<file path="src/lsfc_pkg.sv">
// Shared types and constants for the LED strip frame chunker.
// Used by lsfc_emit and led_strip_frame_chunker; depends on nothing.
package lsfc_pkg;

   // Word counts within one chunk; covers chunk sizes up to 64 words.
   localparam int unsigned CNT_W = 7;

   localparam logic [7:0]  LED_MARK  = 8'hE0;
   localparam logic [16:0] SENT_MAX  = 17'h1FFFF;
   localparam logic [17:0] STOP_ROUND = 18'd63;
   localparam int unsigned STOP_SHIFT = 6;

   typedef enum logic [3:0] {
      ST_IDLE  = 4'b0001,
      ST_STOPS = 4'b0010,
      ST_PLAN  = 4'b0100,
      ST_EMIT  = 4'b1000
   } state_type;

   // Layout of one chunk, handed from the planner to the word emitter.
   typedef struct packed {
      logic             do_start;
      logic [CNT_W-1:0] data_end;   // index past the last LED word
      logic [CNT_W-1:0] total;      // zero means an empty chunk
      logic [31:0]      data;
      logic             status;
   } plan_type;

endpackage

</file>
<file path="src/lsfc_emit.sv">
// Word emitter: steps through one chunk a word per cycle into the output register unless rsp_stall holds it.
// Depends on lsfc_pkg.
module lsfc_emit (
   input  logic              clock,
   input  logic              reset,
   input  logic              plan_start,
   input  lsfc_pkg::plan_type plan,
   output logic              busy,
   output logic              done,
   output logic              rsp_valid,
   input  logic              rsp_stall,
   output logic [31:0]       rsp_word,
   output logic              rsp_word_valid,
   output logic              rsp_last,
   output logic              rsp_status
);
   import lsfc_pkg::*;

   logic             active_ff, active_in;
   logic [CNT_W-1:0] idx_ff, idx_in;
   plan_type         plan_ff, plan_in;
   logic             valid_ff, valid_in;
   logic [31:0]      word_ff, word_in;
   logic             wvalid_ff, wvalid_in;
   logic             last_ff, last_in;
   logic             status_ff, status_in;

   logic             slot_free;
   logic             fire;
   logic             is_last;
   logic [CNT_W-1:0] idx_next;

   assign slot_free = !valid_ff || !rsp_stall;
   assign fire      = active_ff && slot_free;
   assign idx_next  = idx_ff + CNT_W'(1);
   assign is_last   = (plan_ff.total == '0) || (idx_next == plan_ff.total);
   assign done      = fire && is_last;
   assign busy      = active_ff;

   always_comb begin
      active_in = active_ff;
      idx_in    = idx_ff;
      plan_in   = plan_ff;
      valid_in  = valid_ff;
      word_in   = word_ff;
      wvalid_in = wvalid_ff;
      last_in   = last_ff;
      status_in = status_ff;
      if (!valid_ff || !rsp_stall) begin
         valid_in = 1'b0;
      end
      if (plan_start) begin
         active_in = 1'b1;
         idx_in    = '0;
         plan_in   = plan;
      end else if (fire) begin
         idx_in    = idx_next;
         valid_in  = 1'b1;
         wvalid_in = (plan_ff.total != '0);
         last_in   = is_last;
         status_in = plan_ff.status;
         // start frame first, then LED words, then stop words
         priority if (plan_ff.do_start && idx_ff == '0) begin
            word_in = '0;
         end else if (idx_ff < plan_ff.data_end) begin
            word_in = plan_ff.data;
         end else begin
            word_in = '0;
         end
         if (plan_ff.total == '0) begin
            word_in = '0;
         end
         if (is_last) begin
            active_in = 1'b0;
         end
      end
   end

   always_ff @(posedge clock) begin
      if (reset) begin
         active_ff <= 1'b0;
         valid_ff  <= 1'b0;
      end else begin
         active_ff <= active_in;
         valid_ff  <= valid_in;
      end
      idx_ff    <= idx_in;
      plan_ff   <= plan_in;
      word_ff   <= word_in;
      wvalid_ff <= wvalid_in;
      last_ff   <= last_in;
      status_ff <= status_in;
   end

   assign rsp_valid      = valid_ff;
   assign rsp_word       = word_ff;
   assign rsp_word_valid = wvalid_ff;
   assign rsp_last       = last_ff;
   assign rsp_status     = status_ff;

   assert property (@(posedge clock) disable iff (reset)
      plan_start |-> !active_ff)
      else $error("chunk started while emitter busy");

   assert property (@(posedge clock) disable iff (reset)
      fire |=> valid_ff)
      else $error("emitted word did not reach output register");

   assert property (@(posedge clock) disable iff (reset)
      (valid_ff && rsp_stall) |=> (valid_ff && $stable(word_ff) && $stable(last_ff)))
      else $error("stalled response changed");

endmodule

</file>
<file path="src/led_strip_frame_chunker.sv">
// LED strip frame chunker top level: command register, chunk planner and sequencer.
// Depends on lsfc_pkg and lsfc_emit.
//
// Usage:
//   A set-colour request (req_red/green/blue, req_brightness, req_led_count,
//   req_more_follows) is taken when req_valid is high and req_stall is low.
//   Each request yields a chunk of 1 to CHUNK_WORDS responses on the rsp_
//   channel: an optional zero start frame, LED words, then zero stop words.
//   rsp_last marks the final response of the chunk; rsp_status is 1 when the
//   strip frame is not finished and the command must be repeated. A chunk
//   with no words gives one response with rsp_word_valid low.
//   Timing: the ST_STOPS and ST_PLAN states plan the chunk after the request,
//   then one word per cycle goes through a single word sequencer when the
//   receiver never stalls. req_stall is high from acceptance until the last
//   response has been loaded into the output register; the next request may
//   be taken while it still waits.
//   rsp_stall freezes the output register and the sequencer with it.
//   Reset (synchronous): no chunk in flight, a start frame is pending, no
//   leftover LEDs and the sent count is zero.
module led_strip_frame_chunker #(
   parameter int unsigned CHUNK_WORDS = 64
) (
   input  logic        clock,
   input  logic        reset,
   input  logic        req_valid,
   output logic        req_stall,
   input  logic [7:0]  req_red,
   input  logic [7:0]  req_green,
   input  logic [7:0]  req_blue,
   input  logic [7:0]  req_brightness,
   input  logic [15:0] req_led_count,
   input  logic        req_more_follows,
   output logic        rsp_valid,
   input  logic        rsp_stall,
   output logic [31:0] rsp_word,
   output logic        rsp_word_valid,
   output logic        rsp_last,
   output logic        rsp_status
);
   import lsfc_pkg::*;

   localparam logic [CNT_W-1:0] SPACE_FULL = CNT_W'(CHUNK_WORDS);
   localparam logic [CNT_W-1:0] STOP_CAP   = CNT_W'(CHUNK_WORDS - 1);

   state_type        state_ff, state_in;
   logic             start_pending_ff, start_pending_in;
   logic [15:0]      remaining_ff, remaining_in;
   logic [16:0]      sent_ff, sent_in;

   logic [31:0]      data_ff, data_in;
   logic [15:0]      count_ff, count_in;
   logic             follows_ff, follows_in;
   logic             noop_ff, noop_in;
   logic [CNT_W-1:0] stops_ff, stops_in;

   logic             accept;
   logic [15:0]      cnt_eff;
   logic [16:0]      sent_eff;
   logic [17:0]      stop_sum;
   logic [11:0]      stop_q;

   logic [CNT_W-1:0] space;
   logic             fits;
   logic [15:0]      cnt_m1;
   logic [CNT_W-1:0] chunk;
   logic [CNT_W-1:0] stops_use;
   logic [17:0]      sent_sum;
   logic [15:0]      rem_new;

   plan_type         plan;
   logic             plan_start;
   logic             emit_busy;
   logic             emit_done;

   assign req_stall = (state_ff != ST_IDLE);
   assign accept    = req_valid && !req_stall;

   // Stop word count: ceil((count + sent) / 64), capped
   assign cnt_eff  = (remaining_ff != '0) ? remaining_ff : count_ff;
   assign sent_eff = start_pending_ff ? '0 : sent_ff;
   assign stop_sum = {2'b00, cnt_eff} + {1'b0, sent_eff} + STOP_ROUND;
   assign stop_q   = stop_sum[17:STOP_SHIFT];

   // Chunk fit against the space left after an optional start frame
   assign space     = SPACE_FULL - CNT_W'(start_pending_ff);
   assign fits      = ({1'b0, count_ff} + {10'b0, stops_ff}) <= {10'b0, space};
   assign cnt_m1    = count_ff - 16'd1;
   assign stops_use = fits ? stops_ff : '0;
   always_comb begin
      priority if (fits) begin
         chunk = count_ff[CNT_W-1:0];
      end else if (cnt_m1 < {9'b0, space}) begin
         chunk = cnt_m1[CNT_W-1:0];
      end else begin
         chunk = space;
      end
   end
   assign rem_new  = count_ff - {9'b0, chunk};
   assign sent_sum = {1'b0, sent_eff} + {11'b0, chunk};

   always_comb begin
      state_in         = state_ff;
      start_pending_in = start_pending_ff;
      remaining_in     = remaining_ff;
      sent_in          = sent_ff;
      data_in          = data_ff;
      count_in         = count_ff;
      follows_in       = follows_ff;
      noop_in          = noop_ff;
      stops_in         = stops_ff;
      plan_start       = 1'b0;
      plan             = '0;
      unique case (state_ff)
         ST_IDLE: begin
            if (accept) begin
               data_in    = {req_red, req_green, req_blue,
                             LED_MARK | {3'b000, req_brightness[7:3]}};
               count_in   = req_led_count;
               follows_in = req_more_follows;
               state_in   = ST_STOPS;
            end
         end
         ST_STOPS: begin
            // idle command tests the new count, before any leftover override
            noop_in  = (count_ff == '0) && !start_pending_ff && !follows_ff;
            count_in = cnt_eff;
            if (follows_ff) begin
               stops_in = '0;
            end else if (stop_q > {5'b0, STOP_CAP}) begin
               stops_in = STOP_CAP;
            end else begin
               stops_in = stop_q[CNT_W-1:0];
            end
            state_in = ST_PLAN;
         end
         ST_PLAN: begin
            plan_start = 1'b1;
            plan.data  = data_ff;
            if (!noop_ff) begin
               plan.do_start    = start_pending_ff;
               plan.data_end    = CNT_W'(start_pending_ff) + chunk;
               plan.total       = CNT_W'(start_pending_ff) + chunk + stops_use;
               plan.status      = (rem_new != '0);
               remaining_in     = rem_new;
               sent_in          = sent_sum[17] ? SENT_MAX : sent_sum[16:0];
               start_pending_in = (rem_new == '0) && !follows_ff;
            end
            state_in = ST_EMIT;
         end
         ST_EMIT: begin
            if (emit_done) begin
               state_in = ST_IDLE;
            end
         end
         default: begin
            state_in = ST_IDLE;
         end
      endcase
   end

   always_ff @(posedge clock) begin
      if (reset) begin
         state_ff         <= ST_IDLE;
         start_pending_ff <= 1'b1;
         remaining_ff     <= '0;
         sent_ff          <= '0;
      end else begin
         state_ff         <= state_in;
         start_pending_ff <= start_pending_in;
         remaining_ff     <= remaining_in;
         sent_ff          <= sent_in;
      end
      data_ff    <= data_in;
      count_ff   <= count_in;
      follows_ff <= follows_in;
      noop_ff    <= noop_in;
      stops_ff   <= stops_in;
   end

   lsfc_emit u_emit (
      .clock          (clock),
      .reset          (reset),
      .plan_start     (plan_start),
      .plan           (plan),
      .busy           (emit_busy),
      .done           (emit_done),
      .rsp_valid      (rsp_valid),
      .rsp_stall      (rsp_stall),
      .rsp_word       (rsp_word),
      .rsp_word_valid (rsp_word_valid),
      .rsp_last       (rsp_last),
      .rsp_status     (rsp_status)
   );

   assert property (@(posedge clock) disable iff (reset)
      emit_busy |-> req_stall)
      else $error("request taken while chunk in flight");

   assert property (@(posedge clock) disable iff (reset)
      (remaining_ff != '0) |-> !start_pending_ff)
      else $error("start frame pending with leftover LEDs");

   assert property (@(posedge clock) disable iff (reset)
      emit_done |=> (state_ff == ST_IDLE))
      else $error("sequencer not idle after last word");

   assert property (@(posedge clock) disable iff (reset)
      plan_start |=> emit_busy)
      else $error("planned chunk not picked up");

endmodule

</file>
<file path="config.mk">
export PLATFORM = sky130hd
export DESIGN_NAME = led_strip_frame_chunker
export DESIGN_NICKNAME = d
export VERILOG_FILES = /design/src/lsfc_pkg.sv /design/src/lsfc_emit.sv /design/src/led_strip_frame_chunker.sv
export SDC_FILE = /design/constraint.sdc
export NUM_CORES = 1
export LEC_CHECK = 0
export ABC_AREA = 1
export ABC_CLOCK_PERIOD_IN_PS = 8070
export BUFFER_PORTS_ARGS = -buffer_cell sky130_fd_sc_hd__buf_2
export CORE_ASPECT_RATIO = 1.4
export CORE_MARGIN = 2
export CORE_UTILIZATION = 48
export DETAILED_ROUTE_END_ITERATION = 6
export GPL_ROUTABILITY_DRIVEN = 1
export PLACE_DENSITY = 0.66
export SLEW_MARGIN = 0
export SYNTH_ARGS = -nofsm -noshare
export SYNTH_HDL_FRONTEND = slang
export SYNTH_SLANG_ARGS = --single-unit
</file>
<file path="constraint.sdc">
create_clock -name clock -period 8.07 [get_ports clock]
set_input_delay 0.4035 -clock clock [delete_from_list [all_inputs] [get_ports clock]]
set_output_delay 0.4035 -clock clock [all_outputs]
set_load 0.03 [all_outputs]
</file>
==> results of run 1 <==
cell usage in the layout (no fill, tap or decap), types with 2 or more instances in the layout:
cell type,instances
inv_2,11
buf_2,86
inv_1,240
nor2_1,162
ha_1,81
nand2_2,16
clkinvlp_4,2
nand4_1,18
nand2_1,249
o21bai_1,6
fa_1,4
o21ai_1,5
xnor2_1,20
nand3_2,7
a21boi_0,2
inv_8,3
nor2_4,8
clkbuf_16,17
nor2_2,9
o211ai_1,3
a31oi_1,3
nand3_1,59
buf_4,9
o21ai_0,70
o21a_1,4
clkinv_1,3
o22ai_1,5
dfxtp_1,47
edfxtp_1,133
nor3_1,19
nand2_4,5
nand3b_1,2
clkinv_8,2
xor2_1,33
nor4_1,4
a21oi_1,72
inv_6,5
per-layer routing:
metal  GRT usage, %  part of all wire (%)  vias to the layer above
met4           8.86                   2.8                        0
met3           3.12                   3.9                       49
li1               -                     -                     4505
met1           23.8                    40                     4088
met5              0                     0                        -
met2           41.5                    53                      198
area by class of cell:
class                   instances  area share [%]
multi-input cells             880            40.8
clock buffers                  18            3.53
well taps                     301            3.03
flip-flops and latches        180            39.7
repair buffers                 95            4.01
clock inverters                14            1.28
inverters                     254            7.68
state kept, by name, indices dropped and copies added (netlist names), 4 cells and up, named ones only:
signal and count:
remaining_ff 16, data_ff 29, u_emit.rsp_word 30, u_emit.idx_ff 7, state_ff 4, sent_ff 17, u_emit.plan_ff 46, stops_ff 7
count_ff 16
kinds of logic after synthesis:
group / count (synthesis) / share of synthesized area [%]
simple gates: 564 / 22.7
buf+inv: 282 / 9.86
flops: 180 / 44.6
compound gates: 176 / 8.64
fa+ha+maj: 85 / 9.88
xor+xnor: 54 / 4.34
other cells: 1 / 0.0339
final timing paths:
path / to / depth (start not counted) / startpoint / slack (ps)
hold reg to reg: u_emit.rsp_status / 0 / u_emit.plan_ff[0] / 440
setup reg to reg: u_emit.plan_ff[0] / 35 / count_ff[1] / 1850
hold / removal: data_ff[26] / 1 / req_red[2] / 140
setup / recovery: u_emit.plan_ff[0] / 35 / count_ff[1] / 1850
power by group through the flow:
stage	clock, mW	combinational, mW	sequential, mW
after floorplan	0	0.256	1.06
after global placement	0	0.342	1.07
after detailed placement	0	0.349	1.07
after CTS	0.855	0.351	1.05
after global routing	0.892	0.396	1.05
final	0.840	0.349	1.05
per-stage QoR:
stage | std cells | instance area, µm² | hold WS, ps | setup WS, ps | total power [mW]
after floorplan | 1342 | 11100 | 400 | 3130 | 1.32
after global placement | 1710 | 11800 | 418 | 1950 | 1.41
after detailed placement | 1710 | 11800 | 420 | 1840 | 1.42
after CTS | 1742 | 12400 | 120 | 1810 | 2.26
after global routing | 1742 | 12400 | 123 | 1340 | 2.34
final | 1742 | 12400 | 136 | 1850 | 2.24
==> flow_summary.ini, run 1 <==
[outcome]
status = completed

[detailed_routing]
wl_per_cell_um = 14.6
drc = 0
vias_per_cell = 5.07
ant_nets = 0
routed_wl_mm = 25.4
num_vias = 8840
firstDrtPassIters = 5
dr.first_iter.drc_count = 488

[yosys]
synth.distinct_cells = 48
syn_area_um2 = 11100
synth_edf_count = 133
ys.flop_type = edfxtp_1
synth.area.top_cells = edfxtp_1 36%, ha_1 9.2%, dfxtp_1 8.5%
synthTopCellsByCount = 249 x nand2_1, 241 x inv_1, 165 x nor2_1
avgSynthCellArea_um2 = 8.25
yosysSeqAreaShare_pct = 44.6
netlist.area_leader.share_pct = 36.1
synth_seq_cells = 180
synth.most_common_cell = nand2_1
postSynthCellCount = 1342
synth_top_cell_by_area = edfxtp_1
synthArstFlopShare_pct = 0
syn_nets = 1480
yosysWarningCount = 0

[place]
gp_congestion = 0.918
dp_hpwl_mm = 19.3
portBuffers = 86

[power]
vdd_drop_max_uv = 144
p_int_mw = 1.59
power_density_nw_per_um2 = 180
comb_power_share_pct = 15.6
p_leak_nw = 5.84
p_sw_mw = 0.651
p_clk_share_pct = 37.5
seqPwrFrac_pct = 46.9
switching_share_pct = 29.1

[grt]
grt_pass1_vias = 8611
track_usage_pct = 21.7
grt_overflow = 0
antenna_found_initial = 0
grt_pass1_wl_mm = 41.5
grt_start_max_net_pins = 50

[critical_path]
critPathLaunchType = register
cp.required_ps = 8270
critPathTopFamily = simple AND/OR/NAND/NOR gates
crit_slowest_cell = fa_1
crit_buf_inv = 4
cp_max_fo = 10
max_stage_delay_ps = 550
crit_path_frequent_cell = nand2_1
cp-end-kind = register
arrival_ps = 6430
crit_type = reg -> reg

[clocking]
cts_tree = built
postCtsSetupRepairBufs = 0
clk_path_buf_depth = 2
ctsHtreeMaxLevel = 4
clk-insertion-delay-late_ps = 440
hold_buffers = 0
root_buffer = clkbuf_16
numCtsBuffers = 17
cts.repair.resized = 0
clock_sinks = 180
clk_pin_slew_ps = 70

[floorplanning]
die_w_um = 132
start_util_pct = 49.0
num_io_pins = 90
rows = 65
fp.coreArea_um2 = 22600
die_area_um2 = 24300
fp.dieH_um = 184

[timing]
rsz0062_at_grt = no
setup_viol = 0
final.period_utilization_pct = 77.1
fin_setup_tns_ps = 0
final_hold_viol_count = 0
fin_worst_skew_ps = 10.3
max_freq_mhz = 161
max-slew-margin-rel_pct = 31.1
tightest_slew_ps = 1030
final_max_slew_viol_count = 0
period_needed_ps = 6220

[layout]
multiInputGateArea_um2 = 5060
nets = 1566
regArea_um2 = 4930
fillerInstances = 2142
syn2layout_area_growth_pct = 12.3
antennaDiodeCount = 0
drive_above_1_share_pct = 13.3
final_util_pct = 55.0

[run]
cap_violations = 0

[min_path]
hold_class = in -> reg
Note: power is estimated with default switching activity, not from simulation.
==> run 2, diff against run 1 <==
--- a/config.mk
+++ b/config.mk
@@ -6,7 +6,7 @@
 export NUM_CORES = 1
 export LEC_CHECK = 0
 export ABC_AREA = 1
-export ABC_CLOCK_PERIOD_IN_PS = 8070
+export ABC_CLOCK_PERIOD_IN_PS = 6200
 export BUFFER_PORTS_ARGS = -buffer_cell sky130_fd_sc_hd__buf_2
 export CORE_ASPECT_RATIO = 1.4
 export CORE_MARGIN = 2
==> constraint.sdc (replaced) <==
create_clock -name clock -period 6.2 [get_ports clock]
set_input_delay 0.31 -clock clock [delete_from_list [all_inputs] [get_ports clock]]
set_output_delay 0.31 -clock clock [all_outputs]
set_load 0.03 [all_outputs]
==> flow_summary.ini, run 2 (synthesis results as in run 1) <==
[clocking]
root_buffer = clkbuf_16
cts_tree = built
clk_path_buf_depth = 2
clock_sinks = 180
ctsHtreeMaxLevel = 4
hold_buffers = 0
clk-insertion-delay-late_ps = 450
clk_pin_slew_ps = 70
numCtsBuffers = 17

[layout]
fillerInstances = 2123
regArea_um2 = 4930
multiInputGateArea_um2 = 5070
final_common_cell = nand2_1
top_register = u_emit.plan_ff
finalInstanceArea_um2 = 12500
nets = 1575
syn2layout_area_growth_pct = 12.7
largest_reg_flops = 46
mostFrequentLayoutCells = 249 x nand2_1, 240 x inv_1, 162 x nor2_1, 133 x edfxtp_1, 86 x buf_2
drive_above_1_share_pct = 13.8
antennaDiodeCount = 0

[power]
vdd_drop_max_uv = 210
power_density_nw_per_um2 = 232
p_leak_nw = 5.88
power_mw = 2.89

[grt]
grt_start_max_net_pins = 50
track_usage_pct = 22.0
grt_pass1_wl_mm = 42.0
grt_overflow = 0
grt_pass1_vias = 8720
antenna_found_initial = 0

[timing]
fin_worst_skew_ps = 11.6
rsz0062_at_grt = yes
max_freq_mhz = 176
period_needed_ps = 5700
max-slew-margin-rel_pct = 29.7
final_hold_viol_count = 0
setup_viol = 0
tightest_slew_ps = 1050
final_max_slew_viol_count = 0
final.period_utilization_pct = 91.9

[floorplanning]
num_io_pins = 90
fp.coreArea_um2 = 22600
die_w_um = 132
rows = 65
die_area_um2 = 24300
fp.dieH_um = 184
start_util_pct = 49.0

[min_path]
hold_class = in -> reg

[detailed_routing]
ant_nets = 0
num_vias = 8896
dr.first_iter.drc_count = 576
firstDrtPassIters = 7
vias_per_cell = 5.08
drc = 0
routed_wl_mm = 25.8
wl_per_cell_um = 14.7

[critical_path]
crit_slowest_cell = fa_1
cp_max_fo = 6
crit_path_frequent_cell = nand2_1
cp.required_ps = 6400
arrival_ps = 5900
crit_type = reg -> reg
max_stage_delay_ps = 460
critPathLaunchType = register
cp-end-kind = register

[outcome]
status = completed

[place]
portBuffers = 86
dp_hpwl_mm = 19.6
gp_congestion = 0.933
dpl_cell_area_um2 = 11900

[run]
cap_violations = 0
==> run 2: worst paths after layout <==
path / startpoint / cells after the start / endpoint / slack [ps]
setup / recovery: count_ff[0] / 37 / u_emit.plan_ff[0] / 500
hold / removal: req_red[2] / 1 / data_ff[26] / 40
hold reg to reg: u_emit.plan_ff[0] / 0 / u_emit.rsp_status / 420
setup reg to reg: count_ff[0] / 37 / u_emit.plan_ff[0] / 500
==> run 2: area by class of cell <==
type	count	share of cell area [%]
multi-input cells	880	40.6
flip-flops and latches	180	39.6
inverters	254	7.65
repair buffers	104	4.53
clock inverters	13	1.11
well taps	301	3.02
clock buffers	19	3.47
==> run 2: timing repair <==
action / 4_1_cts / 5_1_grt
resized for setup: 0 / 2
endpoints found under the setup margin: 0 / 3
buffers inserted: 0 / 0
==> run 2: stage by stage <==
stage	instances	hold slack [ps]	util [%]	TNS [ps]	setup slack, ps
final	1751	40.4	55.2	0	505
after global routing	1751	19.2	55.2	-10.2	-10.2
after CTS	1751	19.2	55.1	0	373
after detailed placement	1719	408	52.6	0	393
after global placement	1719	412	52.6	0	418
after floorplan	1342	400	-	0	1260
==> run 2: per-layer routing <==
layer | wire length (µm) | up-vias | track usage (%)
li1 | - | 4517 | -
met1 | 10200 | 4106 | 24.4
met2 | 13600 | 217 | 40.9
met3 | 1090 | 56 | 3.56
met4 | 879 | 0 | 10.3
met5 | 0 | - | 0
==> run 2: report_power, final <==
group	internal, mW	switching [mW]
registers	1.33	0.0373
logic	0.153	0.303
clock network	0.569	0.499
==> run 2: critical path: cells and delay by family, from the launching register on <==
family | cells | cell delay, ps
fa+ha+maj | 5 | 1610
compound gates | 2 | 430
flops | 1 | 450
simple gates | 25 | 2540
xor+xnor | 1 | 130
buf+inv | 4 | 290
